[src/design/cai_pkg.sv]
// ----------------------------------------------------------------------------
// cai_pkg: shared constants for the constant-acceleration path interpolator
// Default word format and the number of interpolated axes.
// ----------------------------------------------------------------------------
package cai_pkg;

  localparam int WORD_BITS     = 32;
  localparam int FRACTION_BITS = 16;
  localparam int NUM_AXES      = 3;

  typedef struct packed {
    logic en;
    logic valid;
  } stage_ctl_t;

endpackage

[src/design/cai_front.sv]
// ----------------------------------------------------------------------------
// cai_front: input stage of the interpolator
// Registers the input item and forms the saturated time offsets and the
// velocity differences, split into magnitudes and signs for the divider.
// ----------------------------------------------------------------------------
module cai_front #(
  parameter int W = cai_pkg::WORD_BITS,
  parameter int F = cai_pkg::FRACTION_BITS,
  parameter int N = W + F,
  parameter int SW = 8 * W + 4
) (
  input  logic                clk,
  input  logic                rst_n,
  input  cai_pkg::stage_ctl_t ctl,
  input  logic signed [W-1:0] start_stamp,
  input  logic signed [W-1:0] start_x,
  input  logic signed [W-1:0] start_y,
  input  logic signed [W-1:0] start_heading,
  input  logic signed [W-1:0] start_vx,
  input  logic signed [W-1:0] start_vy,
  input  logic signed [W-1:0] start_omega,
  input  logic signed [W-1:0] end_stamp,
  input  logic signed [W-1:0] end_vx,
  input  logic signed [W-1:0] end_vy,
  input  logic signed [W-1:0] end_omega,
  input  logic signed [W-1:0] query_stamp,
  output logic                valid_o,
  output logic [W-1:0]        dmag_o,
  output logic [N-1:0]        qd_o [cai_pkg::NUM_AXES],
  output logic [SW-1:0]       side_o
);

  localparam int WIDE = 2 * W + 2;
  localparam logic signed [WIDE-1:0] WMAX_L = {{(W + 3){1'b0}}, {(W - 1){1'b1}}};
  localparam logic signed [WIDE-1:0] WMIN_L = ~WMAX_L;

  function automatic logic signed [W-1:0] sat(input logic signed [WIDE-1:0] v);
    logic signed [W-1:0] r;
    if (v > WMAX_L) r = {1'b0, {(W - 1){1'b1}}};
    else if (v < WMIN_L) r = {1'b1, {(W - 1){1'b0}}};
    else r = v[W-1:0];
    return r;
  endfunction

  logic signed [W-1:0] t_c, span_c;
  logic signed [W-1:0] v0_c [cai_pkg::NUM_AXES];
  logic signed [W-1:0] v1_c [cai_pkg::NUM_AXES];
  logic signed [W-1:0] p0_c [cai_pkg::NUM_AXES];
  logic signed [W-1:0] dv_c [cai_pkg::NUM_AXES];
  logic [cai_pkg::NUM_AXES-1:0] neg_c;
  logic [SW-1:0] side_nxt;
  logic [N-1:0]  qd_nxt [cai_pkg::NUM_AXES];
  logic [W-1:0]  dmag_nxt;
  logic          valid_r;
  logic [W-1:0]  dmag_r;
  logic [N-1:0]  qd_r [cai_pkg::NUM_AXES];
  logic [SW-1:0] side_r;

  always_comb begin
    p0_c[0] = start_x;
    p0_c[1] = start_y;
    p0_c[2] = start_heading;
    v0_c[0] = start_vx;
    v0_c[1] = start_vy;
    v0_c[2] = start_omega;
    v1_c[0] = end_vx;
    v1_c[1] = end_vy;
    v1_c[2] = end_omega;
    t_c = sat(WIDE'(query_stamp) - WIDE'(start_stamp));
    span_c = sat(WIDE'(end_stamp) - WIDE'(start_stamp));
    dmag_nxt = span_c[W-1] ? W'(-span_c) : W'(span_c);
    for (int i = 0; i < cai_pkg::NUM_AXES; i++) begin
      dv_c[i] = sat(WIDE'(v1_c[i]) - WIDE'(v0_c[i]));
      neg_c[i] = dv_c[i][W-1] ^ span_c[W-1];
      qd_nxt[i] = {(dv_c[i][W-1] ? W'(-dv_c[i]) : W'(dv_c[i])), {F{1'b0}}};
    end
    side_nxt = {query_stamp, t_c, (span_c == '0), neg_c,
                p0_c[2], p0_c[1], p0_c[0], v0_c[2], v0_c[1], v0_c[0]};
  end

  always_ff @(posedge clk) begin
    if (!rst_n) begin
      valid_r <= 1'b0;
    end else if (ctl.en) begin
      valid_r <= ctl.valid;
    end
  end

  always_ff @(posedge clk) begin
    if (ctl.en) begin
      dmag_r <= dmag_nxt;
      side_r <= side_nxt;
      for (int i = 0; i < cai_pkg::NUM_AXES; i++) begin
        qd_r[i] <= qd_nxt[i];
      end
    end
  end

  assign valid_o = valid_r;
  assign dmag_o  = dmag_r;
  assign qd_o    = qd_r;
  assign side_o  = side_r;

endmodule

[config.mk]
export PLATFORM = sky130hd
export DESIGN_NAME = cai_front
export DESIGN_NICKNAME = d
export VERILOG_FILES = /design/src/design/cai_pkg.sv /design/src/design/cai_front.sv
export SDC_FILE = /design/constraint.sdc
export NUM_CORES = 1
export LEC_CHECK = 0
export ABC_CLOCK_PERIOD_IN_PS = 19200
export BUFFER_PORTS_ARGS = -buffer_cell sky130_fd_sc_hd__buf_2
export CORE_ASPECT_RATIO = 0.6
export CORE_MARGIN = 2
export CORE_UTILIZATION = 25
export CTS_CLUSTER_SIZE = 16
export DETAILED_ROUTE_END_ITERATION = 10
export GPL_TIMING_DRIVEN = 0
export HOLD_SLACK_MARGIN = 0.02
export PLACE_DENSITY_LB_ADDON = 0.08
export SLEW_MARGIN = 10
export SYNTH_ARGS = -nofsm -noshare
export SYNTH_HDL_FRONTEND = slang
export SYNTH_SLANG_ARGS = --single-unit
[constraint.sdc]
create_clock -name clk -period 19.2 [get_ports clk]
set_input_delay 4.8 -clock clk [delete_from_list [all_inputs] [get_ports clk]]
set_output_delay 4.8 -clock clk [all_outputs]
set_load 0.05 [all_outputs]
After elaboration in Yosys (flattened, before gate mapping)
Index checks and enable logic that the tools add are counted.
{"block": "word_totals", "in_bits": 388, "register_bits": 389, "output_inout_bits": 437, "wordCells": 47}
{"block": "classes", "muxes": 13, "addsub": 9, "n_lt_le_gt_ge": 10, "bitwise": 3, "n_reduce_logical": 1}
{"cell": "2-to-1 mux 32 bit", "n": 9}
{"cell": "greater-than comparator 33 x 32 -> 1 bit, second input constant", "n": 5}
{"cell": "less-than comparator 33 x 32 -> 1 bit, second input constant", "n": 5}
{"cell": "subtractor 32 x 32 -> 33 bit", "n": 5}
{"cell": "negator 32 bit", "n": 4}
{"cell": "2-to-1 mux 31 bit", "n": 4}
{"cell": "logical NOT 32 bit", "n": 1}
{"cell": "XOR 1 bit", "n": 3}

Depth between registers and ports, before layout
{"block": "logic_depth", "ltp_word": 6, "depth_mapped": 23, "depth_no_buf": 20}

Worst setup path after synthesis
No wires, ideal clock.
{"block": "synth_path", "path_kind": "in2reg", "start": "in end_vy[0]", "end": "reg qd_r, in the netlist qd_o[92] (data pin)", "t_arrival_ns": 9.250, "slack_ns": 9.691, "path_stages": 23, "path_cell_list": "inv_1 -> ha_1 -> fa_1 -> nor2b_1 -> o31ai_1 -> a21o_1 -> o41ai_2 -> a211oi_1 -> nor2b_1 -> clkbuf_1 -> clkbuf_1 -> a21o_1 -> clkbuf_1 -> buf_1 -> nor2_1 -> ha_1 -> clkbuf_2 -> o2111a_1 -> a211oi_1 -> nor4b_2 -> nor4b_1 -> a41oi_1 -> xnor2_1"}
{"element": "from (decl)", "line": "cai_front.sv:24", "source": "input logic signed [W-1:0] end_vy,"}
{"element": "to (signal, indexed assignment)", "line": "cai_front.sv:94", "source": "qd_r[i] <= qd_nxt[i];"}
{"element": "to (decl)", "line": "cai_front.sv:56", "source": "logic [N-1:0] qd_r [cai_pkg::NUM_AXES];"}

==> run summary <==
Switch share -> 43.2%
Area share of the largest cell type after synthesis -> 41.2%
Startpoint-to-endpoint class of the critical path -> in2reg
Nets -> 4,416
Final setup violation count -> 0
Buffers from clock root to sink, at most -> 3
Largest net degree at the start of global routing -> 106
Number of hold-slack violations in the final timing report -> 0
Prevailing post-synth register cell -> sky130_fd_sc_hd__edfxtp_1
Distinct cell type count of the synthesized netlist -> 112
Maximum frequency from static timing analysis -> 88.0 MHz
Proportion of layout cells with a drive suffix above 1 -> 25.3%
Via count of the first global-routing pass -> 25,000
Nature of the critical path startpoint -> input pin
Maximum level of the CTS H-tree -> 2
Die Footprint -> 116,000 sq um
Vertical extent of the die -> 265 microns
Source-to-sink clock delay at the later pin of the worst-skew pair -> 0.60 ns
Synthesized cell area -> 28,300 sq um
Overflow left after global routing -> 0
Post-synth ARST share -> 0%
Type of the worst min-delay path -> reg2reg
Floorplan row count -> 95
Data arrival time of the critical path -> 11.76 ns
Root buffer cell -> sky130_fd_sc_hd__clkbuf_16
Clock tree from TritonCTS -> done
Nature of the critical path endpoint -> register
Last weighted congestion value of the routability-driven placer -> 0.861
Post-route clock period utilization -> 59.2%
Core Box Area -> 112,000 sq um
Reported net switching power -> 0.00151 W
Antenna violations before repair -> 16
Hold-fix buffers at CTS -> 0
Most frequent cell after synthesis -> sky130_fd_sc_hd__edfxtp_1
Part of the Yosys area used for sequential elements -> 41.2%
First-pass detailed-route iteration total -> 7
Post-detailed-routing wire length -> 113,000 microns
Total negative setup slack -> 0 ns
Final core utilization -> 31.9%
Slew of the pin with the lowest slew margin -> 1.14 ns
Cts bufs inserted -> 43
Clock-pin slew on the worst setup and hold paths -> 0.06 ns
Global routing usage summed across all routing layers -> 18.5%
Number of port buffers -> 776
Critical path data required time -> 19.60 ns
Flip-flop and latch count after synthesis -> 389
Final Critical Period -> 11.37 ns
Die X-Extent -> 438 microns
Met2 WL post-DR -> 48,000 microns
Quantity of gates resized following cts -> 0
WL/cell -> 20.9 microns
Number of flops mapped to enable cells by yosys -> 388
Starting Density -> 25.3%
Pint -> 0.00199 W
Outcome -> complete, no violations
Total leakage power -> 15.2 nW
Total routed wire length on the met1 layer -> 54,500 microns
Setup repair after global routing missed its margin -> false
Global-route wire length before repair -> 165,000 microns
Io pins -> 825
Worst slack at placement -> 7.32 ns
Proportion of power drawn by the clock network -> 24.4%
Final-layout fill cell count -> 12,000
Most used standard cells in the synthesized netlist -> 388 x sky130_fd_sc_hd__edfxtp_1, 282 x sky130_fd_sc_hd__a21oi_1, 229 x sky130_fd_sc_hd__nor2_1
Share of total power in combinational logic -> 43.7%
Top metal layer carrying routed signals -> met5
Max Cap Violations -> 0
Clock sinks -> 389
Sequential Power Share -> 31.8%
Vias after detailed routing -> 26,700
Buffers inserted during post-CTS setup optimization -> 0
Power per cell area -> 97.7 nW/um^2
Leading post-synthesis cells by cell area -> sky130_fd_sc_hd__edfxtp_1 41%, sky130_fd_sc_hd__ha_1 7.4%, sky130_fd_sc_hd__a21oi_1 5.0%
Antenna-violating nets left -> 0
Half-perimeter wire length of the detailed placement result -> 92,400 microns
Area growth syn-to-layout -> 26.4%
Routed via count divided by cell count -> 4.95
Number of warnings reported in the yosys synthesis log -> 0
Drc violations -> 0
Post-Route Hold Slack -> 0.534 ns
Worst vdd rail ir drop -> 0.0704 mV
Maximum fanout along the worst path -> 10
Final Worst Setup Slack -> 7.83 ns
Clk_skew -> 0 ns
Inst Count DP -> 5,313
Met3 routed wirelength -> 7640 microns
Count of final max-slew check failures -> 0
Filler-free cell count of the finished design -> 5,400
Post-synthesis average cell area -> 9.49 sq um
Relative slew margins -> 23.7%
Count of routing violations after the opening detailed-route iteration -> 2,240
Post-Syn Instances -> 2,983
Most area-hungry cell type in the Yosys netlist -> sky130_fd_sc_hd__edfxtp_1
[path summary, 6_finish.rpt]
path                                  start   endpoint  slack [ns]  depth (start not counted)
worst max-delay path            start_vx[5]  qd_o[132]        7.83                         23
worst min-delay path                valid_o    valid_o        0.53                          2
worst max register to register      valid_o    valid_o       18.60                          2
worst min register to register      valid_o    valid_o        0.53                          2
[cells by family (layout without fill, tap and decap cells)]
logic type / Yosys count / count (layout) / share of synthesized area (%)
compound gates: 975 / 975 / 23.4
xor+xnor: 158 / 158 / 4.92
fa+ha+maj: 187 / 187 / 8.28
buf+inv: 374 / 1231 / 5.69
flops: 389 / 389 / 41.2
mux: 31 / 31 / 1.12
other cells: 1 / 58 / 0.0132
simple gates: 868 / 868 / 15.4
[layout make-up]
cell class	count	area (sq um)	area share [%]
plain buffers	172	853	2.38
flip-flops and latches	389	11700	32.6
inverters	202	758	2.12
repair buffers	780	3980	11.1
well taps	1503	1880	5.26
clock buffers	56	1180	3.29
diodes	10	25.0	0.0699
clock inverters	21	233	0.650
multi-input cells	2267	15200	42.5
[layer usage]
metal,up-vias,global-route usage [%]
met3,93,3.63
li1,12900,-
met2,889,27.4
met5,-,0
met4,6,4.32
met1,12800,27.3
[stage by stage]
step	instance area (sq um)	total power [W]
5_1_grt	35800	0.00369
3_3_place_gp	34200	0.00267
2_1_floorplan	28500	0.00219
6_report	35800	0.00350
3_5_place_dp	34300	0.00265
4_1_cts	35800	0.00354
[placed cells by master, fill, tap and decap left out, types with 44 or more instances in the layout]
master,netlist,final
sky130_fd_sc_hd__a211oi_1,52,52
sky130_fd_sc_hd__a21o_1,87,87
sky130_fd_sc_hd__a21oi_1,282,282
sky130_fd_sc_hd__a31oi_1,57,57
sky130_fd_sc_hd__buf_2,12,788
sky130_fd_sc_hd__buf_4,49,49
sky130_fd_sc_hd__clkbuf_1,101,110
sky130_fd_sc_hd__clkbuf_16,0,44
sky130_fd_sc_hd__conb_1,1,48
sky130_fd_sc_hd__edfxtp_1,388,388
sky130_fd_sc_hd__ha_1,168,168
sky130_fd_sc_hd__inv_1,202,202
sky130_fd_sc_hd__nand2_1,208,208
sky130_fd_sc_hd__nand3_1,67,67
sky130_fd_sc_hd__nor2_1,229,229
sky130_fd_sc_hd__nor3_1,69,69
sky130_fd_sc_hd__o21ai_0,148,148
sky130_fd_sc_hd__xnor2_1,100,100
sky130_fd_sc_hd__xor2_1,57,57
[worst max-delay path, cell delays in order]
cell	delay, ns
sky130_fd_sc_hd__buf_2	0.18
sky130_fd_sc_hd__inv_1	0.06
sky130_fd_sc_hd__ha_1	0.27
sky130_fd_sc_hd__clkbuf_1	0.32
sky130_fd_sc_hd__nand3_1	0.14
sky130_fd_sc_hd__a211o_1	0.34
sky130_fd_sc_hd__a211o_1	0.33
sky130_fd_sc_hd__a2111oi_0	0.93
sky130_fd_sc_hd__a211oi_1	0.24
sky130_fd_sc_hd__nand2b_1	0.23
sky130_fd_sc_hd__nor4_1	0.68
sky130_fd_sc_hd__or2_2	0.28
sky130_fd_sc_hd__clkbuf_1	0.40
sky130_fd_sc_hd__clkbuf_1	0.47
sky130_fd_sc_hd__a21oi_1	0.15
sky130_fd_sc_hd__inv_1	0.12
sky130_fd_sc_hd__ha_1	0.15
sky130_fd_sc_hd__buf_1	0.29
sky130_fd_sc_hd__inv_1	0.07
sky130_fd_sc_hd__a211oi_1	0.63
sky130_fd_sc_hd__a21oi_1	0.19
sky130_fd_sc_hd__and3_1	0.24
sky130_fd_sc_hd__a211oi_1	0.26
[flip-flops by register name, indices dropped and copies added, names as in the netlist]
signal	count
side_o	260
qd_o	96
valid_o	1
dmag_o	32
[power by group through the flow]
stage,Clock [W],Sequential [W],Combinational [W]
floorplan,0,0.00154,0.000652
global placement,0,0.00114,0.00153
detailed placement,0,0.00113,0.00152
CTS,0.000902,0.00112,0.00153
global route,0.000923,0.00112,0.00164
finish,0.000855,0.00111,0.00153
Note: power is estimated with default switching activity, not from simulation.
