<file path="config.mk">
export PLATFORM = sky130hd
export DESIGN_NAME = cai_div_step
export DESIGN_NICKNAME = d
export VERILOG_FILES = /design/src/design/cai_pkg.sv /design/src/design/cai_div_step.sv
export SDC_FILE = /design/constraint.sdc
export NUM_CORES = 1
export LEC_CHECK = 0
export ABC_AREA = 1
export ABC_CLOCK_PERIOD_IN_PS = 4400
export BUFFER_PORTS_ARGS = -buffer_cell sky130_fd_sc_hd__buf_2
export CAP_MARGIN = 40
export CORE_AREA = 2 2 413 415
export DETAILED_ROUTE_END_ITERATION = 7
export DIE_AREA = 0 0 415 417
export GPL_ROUTABILITY_DRIVEN = 0
export PLACE_DENSITY = 0.4
export SETUP_SLACK_MARGIN = 0.05
export SLEW_MARGIN = 10
export SYNTH_ARGS = -nofsm -noshare
export SYNTH_HDL_FRONTEND = slang
export SYNTH_SLANG_ARGS = --single-unit
</file>
<file path="constraint.sdc">
create_clock -name clk -period 4.4 [get_ports clk]
set_input_delay 0 -clock clk [delete_from_list [all_inputs] [get_ports clk]]
set_output_delay 0 -clock clk [all_outputs]
set_load 0.01 [all_outputs]
</file>
<file path="src/design/cai_pkg.sv">
// ----------------------------------------------------------------------------
// cai_pkg: shared constants for the constant-acceleration path interpolator
// Default word format and the number of interpolated axes.
// ----------------------------------------------------------------------------
package cai_pkg;

  localparam int WORD_BITS     = 32;
  localparam int FRACTION_BITS = 16;
  localparam int NUM_AXES      = 3;

  typedef struct packed {
    logic en;
    logic valid;
  } stage_ctl_t;

endpackage

</file>
<file path="src/design/cai_div_step.sv">
// ----------------------------------------------------------------------------
// cai_div_step: one restoring division step for all axes
// Shifts one dividend bit into each remainder, subtracts the divisor when it
// fits and shifts the quotient bit in; the side payload moves along.
// ----------------------------------------------------------------------------
module cai_div_step #(
  parameter int W = cai_pkg::WORD_BITS,
  parameter int N = W + cai_pkg::FRACTION_BITS,
  parameter int SW = 8 * W + 4
) (
  input  logic                clk,
  input  logic                rst_n,
  input  cai_pkg::stage_ctl_t ctl,
  input  logic [W-1:0]        d_i,
  input  logic [W-1:0]        rem_i [cai_pkg::NUM_AXES],
  input  logic [N-1:0]        qd_i [cai_pkg::NUM_AXES],
  input  logic [SW-1:0]       side_i,
  output logic                valid_o,
  output logic [W-1:0]        d_o,
  output logic [W-1:0]        rem_o [cai_pkg::NUM_AXES],
  output logic [N-1:0]        qd_o [cai_pkg::NUM_AXES],
  output logic [SW-1:0]       side_o
);

  logic [W:0]   r2 [cai_pkg::NUM_AXES];
  logic         ge [cai_pkg::NUM_AXES];
  logic [W-1:0] rem_nxt [cai_pkg::NUM_AXES];
  logic [N-1:0] qd_nxt [cai_pkg::NUM_AXES];
  logic         valid_r;
  logic [W-1:0] d_r;
  logic [W-1:0] rem_r [cai_pkg::NUM_AXES];
  logic [N-1:0] qd_r [cai_pkg::NUM_AXES];
  logic [SW-1:0] side_r;

  always_comb begin
    for (int i = 0; i < cai_pkg::NUM_AXES; i++) begin
      r2[i] = {rem_i[i], qd_i[i][N-1]};
      ge[i] = r2[i] >= {1'b0, d_i};
      rem_nxt[i] = ge[i] ? W'(r2[i] - {1'b0, d_i}) : W'(r2[i]);
      qd_nxt[i] = {qd_i[i][N-2:0], ge[i]};
    end
  end

  always_ff @(posedge clk) begin
    if (!rst_n) begin
      valid_r <= 1'b0;
    end else if (ctl.en) begin
      valid_r <= ctl.valid;
    end
  end

  always_ff @(posedge clk) begin
    if (ctl.en) begin
      d_r <= d_i;
      side_r <= side_i;
      for (int i = 0; i < cai_pkg::NUM_AXES; i++) begin
        rem_r[i] <= rem_nxt[i];
        qd_r[i] <= qd_nxt[i];
      end
    end
  end

  assign valid_o = valid_r;
  assign d_o     = d_r;
  assign rem_o   = rem_r;
  assign qd_o    = qd_r;
  assign side_o  = side_r;

endmodule

</file>
### After elaboration in Yosys (flattened, before gate mapping)

Index checks and enable logic that the tools add are counted.

| word-level totals | value |
|---|---|
| register bits after elaboration | 533 |
| input port bits | 536 |
| output and inout port bits | 533 |
| logic and storage cells | 18 |

| cells by class | value |
|---|---|
| add/sub/neg operators | 3 |
| order comparisons | 3 |
| muxes and demuxes | 3 |

Operator list:

| operator | count |
|---|---|
| >= comparator 33 x 32 -> 1 bit | 3 |
| 2-to-1 mux 32 bit | 3 |
| subtractor 32 bit | 3 |

### Depth between registers and ports, before layout

Gate-level depths: netlist of run 1.

| depth | value |
|---|---|
| depth in word-level cells | 2 |
| mapped depth | 16 |
| depth with buffers taken out | 15 |

### Worst setup path after synthesis of run 1

No wires, ideal clock.

| timing | value |
|---|---|
| kind | input -> register |
| start | input port d_i[4] |
| end | register rem_r (netlist bit rem_o[22]) (data pin) |
| setup time | 0.252 ns |
| data arrival time | 1.421 ns |
| required time | 4.148 ns |
| setup slack | 2.727 ns |
| cell stages on the path | 14 |
| buffers on the path | 1 |
| cell sequence | inv_1 > ha_1 > nand2_1 > nand2_1 > nand3b_2 > nand2_2 > nand2_2 > nand2_2 > nand2_2 > nand2_4 > nand2_8 > buf_6 > nand2_1 > nand2_1 |

RTL lines:

| what | line | source |
|---|---|---|
| start, declared | cai_div_step.sv:14 | `input logic [W-1:0] d_i,` |
| end signal, assigned by index | cai_div_step.sv:57 | `rem_r[i] <= rem_nxt[i];` |
| end, declared | cai_div_step.sv:31 | `logic [W-1:0] rem_r [cai_pkg::NUM_AXES];` |

==> metrics, run 1 <==
first-pass GRT wire length=216000 µm; Crit path largest cell delay=660 ps; Overall Global Routing Usage=0.184; number of cell rows=151; Levels on crit path=13; Max FO, Critical Path=10; vias in the first global route=24900; Switching Share=0.308; Die Wd=415 µm; critical path, cell by cell=dlygate4sd3_1, buf_2, ha_1, nand2_1, nor2_2, nand2_1, nor2_1, nand2_1, nand3_2, nor2_4, nand3_1, dlygate4sd3_1, nand2_1; cell mode on critical path=nand2_1; Comb pwr share=0.214; Crit Path Class=in2reg; worst path required time=4810 ps; Sink Count=533; status=complete, no violations; RSZ-0062 raised after global routing=false; peak supply drop=0.000267 V; largest net degree at the start of global routing=88; switching power=4.86 mW; Layout Skew=0 ps; Net Count, Synth=3074; worst-skew pair later-pin latency=660 ps; Final HPWL DP=137000 µm; post-route cell area=42300 µm²; Ports=1069; TritonCTS buffer count=70; worst rel slew slack=0.350; final hold viol count=0; met1 Usage GRT=0.199; initial antenna violation count=103; most common cell in the netlist=nand2_1; Via density=3.87; overall die area=173000 µm²; Power Density=373 nW/µm²; routed len/inst=25.4 µm; ys flop type=edfxtp_1; share of the synthesized area in the top cell type=0.633; Initial DRC Count=2248; hold path start=side_i[13]; Seq pwr share=0.403; met3 Resource Use GR=0.0592; Worst setup EP type=register; max-slew violations=0; Hold WC Path Type=in2reg; Total Neg Setup Slack=0 ps; CTS clock-pin slew for the worst setup and hold paths=60 ps; Final Total Pwr=15.8 mW; Hold Path Stages=2; r2r startpoint=valid_o; die height=417 µm; Netlist cell types=32; placed cells=5716; Worst Path Buf+Inv=3; worst-margin pin slew=975 ps; CTS resizes=0; Max Root-Sink Buffers=3; Cell Area, Placed=33400 µm²; post-route ant nets=0; total number of yosys warnings=0; Synth Cell Area=25200 µm²; #FFs+latches synth=533; root buffer cell=clkbuf_16; Initial Utilization=0.150; async set-reset flop share out of synthesis=0; Worst path slowest cell=ha_1; Tmin final=2930 ps; syn avg cell area=10.3 µm²; max cap viols=0; Layout Cells excl Fill=6529; P&R area growth vs syn=67.8%; flop2flop setup slack=3190 ps; Final #Nets=4858; most used routing layer=met2; Critical Path Start=rem_i[7]; Post-synth EDFFs=532; fmax=341 MHz; # DRC=0; Crit path arrival time=3340 ps; top cells by count, synth=nand2_1 (851), edfxtp_1 (532), inv_1 (398); Hold Slack=52.2 ps; nature of the critical path startpoint=input pin; Int Power=10.9 mW; core area=169000 µm²; DR vias=25200; cell family with most CP delay=buffers and inverters; final number of setup-violating endpoints=0; final wirelength=166000 µm; Final period util=0.666; share of layout cells above drive strength 1=0.296; Leak=19.6 nW; TritonCTS clock tree=yes; met2 usage=0.323; cell taking the most area after synthesis=edfxtp_1; Reg2Reg Depth=3; Post CTS Setup Buffer Count=0; Pre-antenna DRT Iters=6; Clk network pwr share=0.383; Area contributors post-synth=edfxtp_1 (63%), nand2_1 (13%), inv_1 (5.9%); Remaining Overflow, GRT=0; Synth Instances=2439; H-tree depth=3; port bufs=1068; Seq/Total Area, Yosys=0.634
-- layout by cell type, fill, tap and decap left out, drive strengths merged --
| cell type | count |
|---|---|
| buf | 1087 |
| o21bai | 4 |
| and2 | 15 |
| nand3 | 195 |
| nor3 | 29 |
| a21oi | 61 |
| clkbuf | 79 |
| ha | 96 |
| clkinvlp | 6 |
| nand2 | 868 |
| edfxtp | 532 |
| inv | 408 |
| nor2 | 125 |
| xnor2 | 3 |
| o21ai | 7 |
| nand4 | 9 |
| dlygate4sd3 | 653 |
| clkinv | 25 |
| diode | 34 |
| xor2 | 39 |
| nand3b | 23 |
| bufinv | 8 |
| fa | 3 |
| or2 | 1 |
| dfxtp | 1 |
-- power by group through the flow --
stage | registers, mW | logic [mW] | clock network, mW
3_3_place_gp | 6.46 | 2.88 | 0
6_report | 6.36 | 3.38 | 6.05
5_1_grt | 6.40 | 3.64 | 6.39
2_1_floorplan | 6.63 | 1.00 | 0
3_5_place_dp | 6.46 | 2.87 | 0
4_1_cts | 6.36 | 3.43 | 6.27
-- final cells by class --
type | instances | area (µm²)
Antenna cell | 34 | 85.1
Clock buffer | 79 | 1830
Clock inverter | 47 | 527
Fill cell | 18200 | 126000
Inverter | 400 | 1500
Multi-Input combinational cell | 1478 | 7520
Sequential cell | 533 | 16000
Tap cell | 2218 | 2780
Timing Repair Buffer | 1740 | 12100
-- sequential cells by signal (all words and copies together), names as in the netlist --
register / cells
d_o: 32
qd_o: 144
rem_o: 96
side_o: 260
valid_o: 1
-- what timing repair did --
item / CTS / global route
setup endpoints to repair: 0 / 0
endpoints found under the hold margin: 602 / 0
hold buffers: 653 / 0
-- per-layer routing --
metal | vias up | share of wire
li1 | 11600 | -
met1 | 12100 | 0.36
met2 | 1248 | 0.49
met3 | 315 | 0.094
met4 | 24 | 0.055
met5 | - | 0.00087
-- through the flow --
step	setup WS (ps)	utilization
floorplan	2730	-
detailed placement	1420	0.198
global placement	1440	0.198
finish	1470	0.251
CTS	1520	0.251
global route	1310	0.251
-- final timing paths --
path,end
worst max-delay path,rem_o[30]
worst min-delay path,side_o[13]
worst max register to register,valid_o
worst min register to register,valid_o
-- cells by family after synthesis --
| logic type | count (synthesis) | share of synthesized area |
|---|---|---|
| DFF | 533 | 0.634 |
| buffers and inverters | 428 | 0.0681 |
| adders and majority gates | 99 | 0.0500 |
| AOI/OAI and AO/OA | 72 | 0.0148 |
| xor gates and xnor gates | 42 | 0.0146 |
| and+or+nand+nor | 1265 | 0.219 |
Note: power is estimated with default switching activity, not from simulation.
==> run 2: changes to the inputs <==
--- a/config.mk
+++ b/config.mk
@@ -6,7 +6,7 @@
 export NUM_CORES = 1
 export LEC_CHECK = 0
 export ABC_AREA = 1
-export ABC_CLOCK_PERIOD_IN_PS = 4400
+export ABC_CLOCK_PERIOD_IN_PS = 2900
 export BUFFER_PORTS_ARGS = -buffer_cell sky130_fd_sc_hd__buf_2
 export CAP_MARGIN = 40
 export CORE_AREA = 2 2 413 415
==> constraint.sdc (replaced) <==
create_clock -name clk -period 2.9 [get_ports clk]
set_input_delay 0 -clock clk [delete_from_list [all_inputs] [get_ports clk]]
set_output_delay 0 -clock clk [all_outputs]
set_load 0.01 [all_outputs]
==> metrics, run 2 (synthesis gave the netlist of run 1 again) <==
final wirelength=165000 µm (-0.11%); CTS clock-pin slew for the worst setup and hold paths=60 ps (about the same); fmax=363 MHz; register area=16000 µm² (unchanged); first-pass GRT wire length=216000 µm (-0.10%); Worst setup EP type=register; Crit Path Class=in2reg; worst path required time=3310 ps (-1500 ps); Via density=3.89 (+0.67%); max cap viols=0 (unchanged); most frequent cells in the layout=buf_2 (1067), nand2_1 (851), dlygate4sd3_1 (654); Max FO, Critical Path=9 (-1); Final HPWL DP=137000 µm (about the same); final hold viol count=0 (unchanged); Die Wd=415 µm (unchanged); Reg2Reg Depth=3 (unchanged); Layout Cells excl Fill=6563 (+0.52%); final number of setup-violating endpoints=0 (unchanged); Ports=1069 (unchanged); Metal-1 WL=60300 µm (+2.3%); r2r startpoint=valid_o; Power Density=556 nW/µm² (+49%); worst-margin pin slew=688 ps (-287 ps); Overall Global Routing Usage=0.184 (-0.000667); critical path, cell by cell=dlygate4sd3_1, buf_2, inv_1, buf_4, ha_1, nand2_1, nor2_1, inv_1, nor2_2, inv_2, nor3_4, nand2_4, nand3_1, dlygate4sd3_1, nand2_1; flop2flop setup slack=1720 ps (-1470 ps); TritonCTS clock tree=yes; hold path start=qd_i[40]; Remaining Overflow, GRT=0 (unchanged); Critical R2R Capture=valid_o; worst rel slew slack=0.541 (+0.191); peak supply drop=0.000384 V (+44%); top layer in use=met5; Hold WC Path Type=in2reg; # DRC=0 (unchanged); RSZ-0062 raised after global routing=true; Worst path slowest cell=dlygate4sd3_1; H-tree depth=3 (unchanged); fillers=18100 (-0.32%); core area=169000 µm² (unchanged); overall die area=173000 µm² (unchanged); DR vias=25500 (+1.2%); Crit path largest cell delay=550 ps (-110 ps); root buffer cell=clkbuf_16; TritonCTS buffer count=67 (-4.3%); most common cell after layout, fill and taps aside=buf_2; initial antenna violation count=104 (+0.97%); nature of the critical path startpoint=input pin; placed cells=5744 (+0.49%); metal3 WL=14900 µm (-3.9%); routed len/inst=25.2 µm (-0.63%); max-slew violations=0 (unchanged); Max Root-Sink Buffers=3 (unchanged); P&R area growth vs syn=68.4%; vias in the first global route=25100 (+1.0%); Hold Slack=56.0 ps (+3.75 ps); Initial Utilization=0.150 (unchanged); Final period util=0.951; multi-input logic area=7530 µm² (+0.17%); Hold Path End=qd_o[41]; die height=417 µm (unchanged); number of cell rows=151 (unchanged); number of flip-flops in the largest register=260 (unchanged); share of layout cells above drive strength 1=0.301 (+0.00535); port bufs=1068 (unchanged); Layout Skew=0 ps (unchanged); Tmin final=2760 ps; Pre-antenna DRT Iters=6 (unchanged); Final #Nets=4888 (+0.62%); worst-skew pair later-pin latency=660 ps (about the same); Crit path arrival time=3170 ps (-170 ps); Sink Count=533 (unchanged); largest net degree at the start of global routing=63 (-28%); Leak=19.8 nW (+0.79%); Initial DRC Count=2143 (-4.7%); metal2 WL=83400 µm (+1.7%); Hold Path Stages=2 (unchanged); status=complete, no violations; post-route ant nets=0 (unchanged)
## run 2: cell types whose count changed in the layout (fill, tap and decap cells not counted), moves of 4 or more
cell / delta
clkinvlp_4: -6
clkinv_2: +10
clkinv_1: -6
clkbuf_16: -4
diode_2: +7
buf_4: +30
## run 2: where the power goes
group / switching (mW) / internal [mW] / total, mW
combinational: 3.21 / 1.98 / 5.19
clock: 3.75 / 5.08 / 8.83
sequential: 0.294 / 9.33 / 9.62
total: 7.26 / 16.4 / 23.6
## run 2: worst max path at each step
stage,start,endpoint,slack [ps],depth (start not counted)
6_report,d_i[19],rem_o[8],140,15
5_1_grt,d_i[21],rem_o[8],20,15
4_1_cts,d_i[26],rem_o[33],80,12
3_5_place_dp,d_i[26],rem_o[33],-110,11
3_3_place_gp,d_i[26],rem_o[33],-80,11
2_1_floorplan,d_i[4],rem_o[22],1230,14
## run 2: layout make-up
cell class | instances | share of cell area
Sequential cell | 533 | 0.376
Timing Repair Buffer | 1772 | 0.291
Multi-Input combinational cell | 1479 | 0.177
Tap cell | 2218 | 0.0653
Clock buffer | 76 | 0.0407
Inverter | 400 | 0.0353
Clock inverter | 44 | 0.0120
Antenna cell | 41 | 0.00241
## run 2: worst max-delay path: cells and delay by family
family / cells / cell delay [ps]
and+or+nand+nor: 7 / 1000
buffers and inverters: 7 / 1750
adders and majority gates: 1 / 400
## run 2: timing repair
action / CTS / global route
setup endpoints to repair: 0 / 7
setup buffers: 0 / 3
endpoints found under the hold margin: 574 / 0
hold buffers: 654 / 0
gates resized for setup: 0 / 2
## run 2: layer usage
layer	up-vias	GRT usage
li1	11700	-
met1	12200	0.199
met2	1300	0.330
met3	331	0.0619
met4	32	0.0684
met5	-	0
## run 2: per-stage QoR
stage               worst slack (ps)  power, mW  utilization  instance area, µm²  setup TNS, ps
global placement               -75.1       14.2        0.199               33600          -75.1
global route                    18.1       24.6        0.252               42400              0
floorplan                       1230       11.6            -               25200              0
CTS                             76.4       24.0        0.251               42400              0
detailed placement              -107       14.2        0.199               33600           -107
finish                           143       23.6        0.252               42500              0
==> run 3: changes to the inputs <==
--- a/config.mk
+++ b/config.mk
@@ -9,11 +9,11 @@
 export ABC_CLOCK_PERIOD_IN_PS = 2900
 export BUFFER_PORTS_ARGS = -buffer_cell sky130_fd_sc_hd__buf_2
 export CAP_MARGIN = 40
-export CORE_AREA = 2 2 413 415
+export CORE_AREA = 2 2 419 421
 export DETAILED_ROUTE_END_ITERATION = 7
-export DIE_AREA = 0 0 415 417
+export DIE_AREA = 0 0 421 423
 export GPL_ROUTABILITY_DRIVEN = 0
-export PLACE_DENSITY = 0.4
+export PLACE_DENSITY = 0.39
 export SETUP_SLACK_MARGIN = 0.05
 export SLEW_MARGIN = 10
 export SYNTH_ARGS = -nofsm -noshare
==> metrics, run 3 (synthesis gave the netlist of run 1 again) <==
root buffer cell=clkbuf_16; Die Wd=421 µm (+1.4%); Remaining Overflow, GRT=0 (unchanged); Sink Count=533 (unchanged); port bufs=1068 (unchanged); Overall Global Routing Usage=0.177 (-0.00699); Seq pwr share=0.409 (+0.002); max-slew violations=0 (unchanged); nature of the critical path startpoint=input pin; number of cell rows=153 (+1.3%); H-tree depth=3 (unchanged); Initial DRC Count=1979 (-7.7%); register area=16000 µm² (unchanged); top layer in use=met5; DR vias=25000 (-2.2%); Post-CTS Hold Fix Bufs=622 (-4.9%); Tmin final=2540 ps (-222 ps); Max Root-Sink Buffers=3 (unchanged); Layout Skew=0 ps (unchanged); Comb pwr share=0.216 (-0.004); Crit path largest cell delay=550 ps (about the same); max cap viols=0 (unchanged); overall die area=178000 µm² (+2.9%); Worst path slowest cell=dlygate4sd3_1; Max FO, Critical Path=33 (+24); initial antenna violation count=104 (unchanged); critical path, cell by cell=dlygate4sd3_1, buf_2, inv_1, ha_1, nand2_1, inv_1, nand2_1, nand2_1, inv_1, nand2_1, inv_1, nand2_2, nand2_4, nand2_8, nand2_1, nand2_1; peak supply drop=0.000322 V (-16%); multi-input logic area=7520 µm² (-0.17%); final wirelength=163000 µm (-1.5%); metal2 WL=84400 µm (+1.3%); Ports=1069 (unchanged); post-route ant nets=0 (unchanged); Final HPWL DP=136000 µm (-1.1%); final number of setup-violating endpoints=0 (unchanged); core area=173000 µm² (+2.8%); TritonCTS buffer count=71 (+6.0%); violated checks=design-rule violations; Metal-1 WL=61200 µm (+1.5%); status=finished, violations left; Crit Path Class=in2reg; most frequent cells in the layout=buf_2 (1067), nand2_1 (851), dlygate4sd3_1 (622); Hold WC Path Type=in2reg; Clk network pwr share=0.374 (about the same); Crit path arrival time=2930 ps (-240 ps); Leak=19.6 nW (-0.79%); worst path required time=3290 ps (-20 ps); fmax=394 MHz (+8.7%); Worst setup EP type=register; fillers=18700 (+3.2%); final hold viol count=0 (unchanged); worst-margin pin slew=758 ps (+69.7 ps); share of layout cells above drive strength 1=0.303 (+0.00178); first-pass GRT wire length=214000 µm (-0.68%); cell family with most CP delay=simple AND/OR/NAND/NOR gates; Initial Utilization=0.146 (-0.00408); die height=423 µm (+1.4%); worst-skew pair later-pin latency=660 ps (about the same); worst rel slew slack=0.495 (-0.0465); Hold Slack=56.3 ps (+0.308 ps); TritonCTS clock tree=yes; Via density=3.77 (-3.2%); post-route cell area=42300 µm² (-0.44%); Final period util=0.874 (-0.0765); routed len/inst=24.6 µm (-2.5%); RSZ-0062 raised after global routing=false; Int Power=16.3 mW (-0.35%); Worst Path Buf+Inv=6 (-1); most common cell after layout, fill and taps aside=buf_2; largest net degree at the start of global routing=57 (-9.5%); Pre-antenna DRT Iters=8 (+2); Power Density=557 nW/µm² (+0.14%); Post CTS Setup Buffer Count=0 (unchanged); number of flip-flops in the largest register=260 (unchanged); switching power=7.24 mW (-0.20%); CTS clock-pin slew for the worst setup and hold paths=60 ps (about the same); Final #Nets=4861 (-0.55%); metal3 WL=12700 µm (-15%); Cell Area, Placed=33800 µm² (+0.59%); Total Neg Setup Slack=0 ps (unchanged); cell mode on critical path=nand2_1; CTS resizes=0 (unchanged); vias in the first global route=24800 (-1.6%); # DRC=5 (+5); Switching Share=0.307 (about the same); P&R area growth vs syn=67.7%
run 3: cell types whose count changed in the layout (fill, tap and decap cells not counted), moves of 2 or more:
cell and delta:
clkbuf_1 +7, diode_2 -12, buf_12 +2, clkinv_2 -5
dlygate4sd3_1 -32, clkinv_1 +2, clkbuf_16 +6, clkinvlp_4 +9
inv_6 -2, inv_16 -2, bufinv_16 -4
run 3: cell type report:
cell class,instances,share of cell area
sequential,533,0.378
timing repair buffer,1742,0.285
multi-input combinational,1478,0.178
tap,2325,0.0688
clock buffer,89,0.0451
inverter,400,0.0355
clock inverter,40,0.00793
antenna,29,0.00172
run 3: worst paths after layout:
path	depth (start not counted)	slack [ps]	start	to
worst max-delay path	16	360	d_i[15]	rem_o[31]
worst min-delay path	2	60	side_i[176]	side_o[176]
worst max register to register	4	1160	valid_o	valid_o
worst min register to register	4	1620	valid_o	valid_o
run 3: layer usage:
layer,vias up,GRT usage
met4,16,0.0504
met1,12000,0.199
met3,225,0.0467
met2,1139,0.325
met5,-,0
li1,11600,-
run 3: power groups by stage:
stage	registers [mW]	logic [mW]	clock network, mW
after floorplan	10.1	1.52	0
after global placement	9.81	4.39	0
after detailed placement	9.79	4.38	0
after CTS	9.65	5.21	9.16
after global routing	9.71	5.50	9.37
final	9.65	5.10	8.82
run 3: stage by stage:
step / utilization / std cells / worst slack [ps] / power (mW)
final: 0.244 / 6636 / 365 / 23.6
after floorplan: - / 2439 / 1230 / 11.6
after global routing: 0.244 / 6616 / 196 / 24.6
after global placement: 0.195 / 5856 / 264 / 14.2
after detailed placement: 0.195 / 5856 / 224 / 14.2
after CTS: 0.244 / 6607 / 402 / 24.0
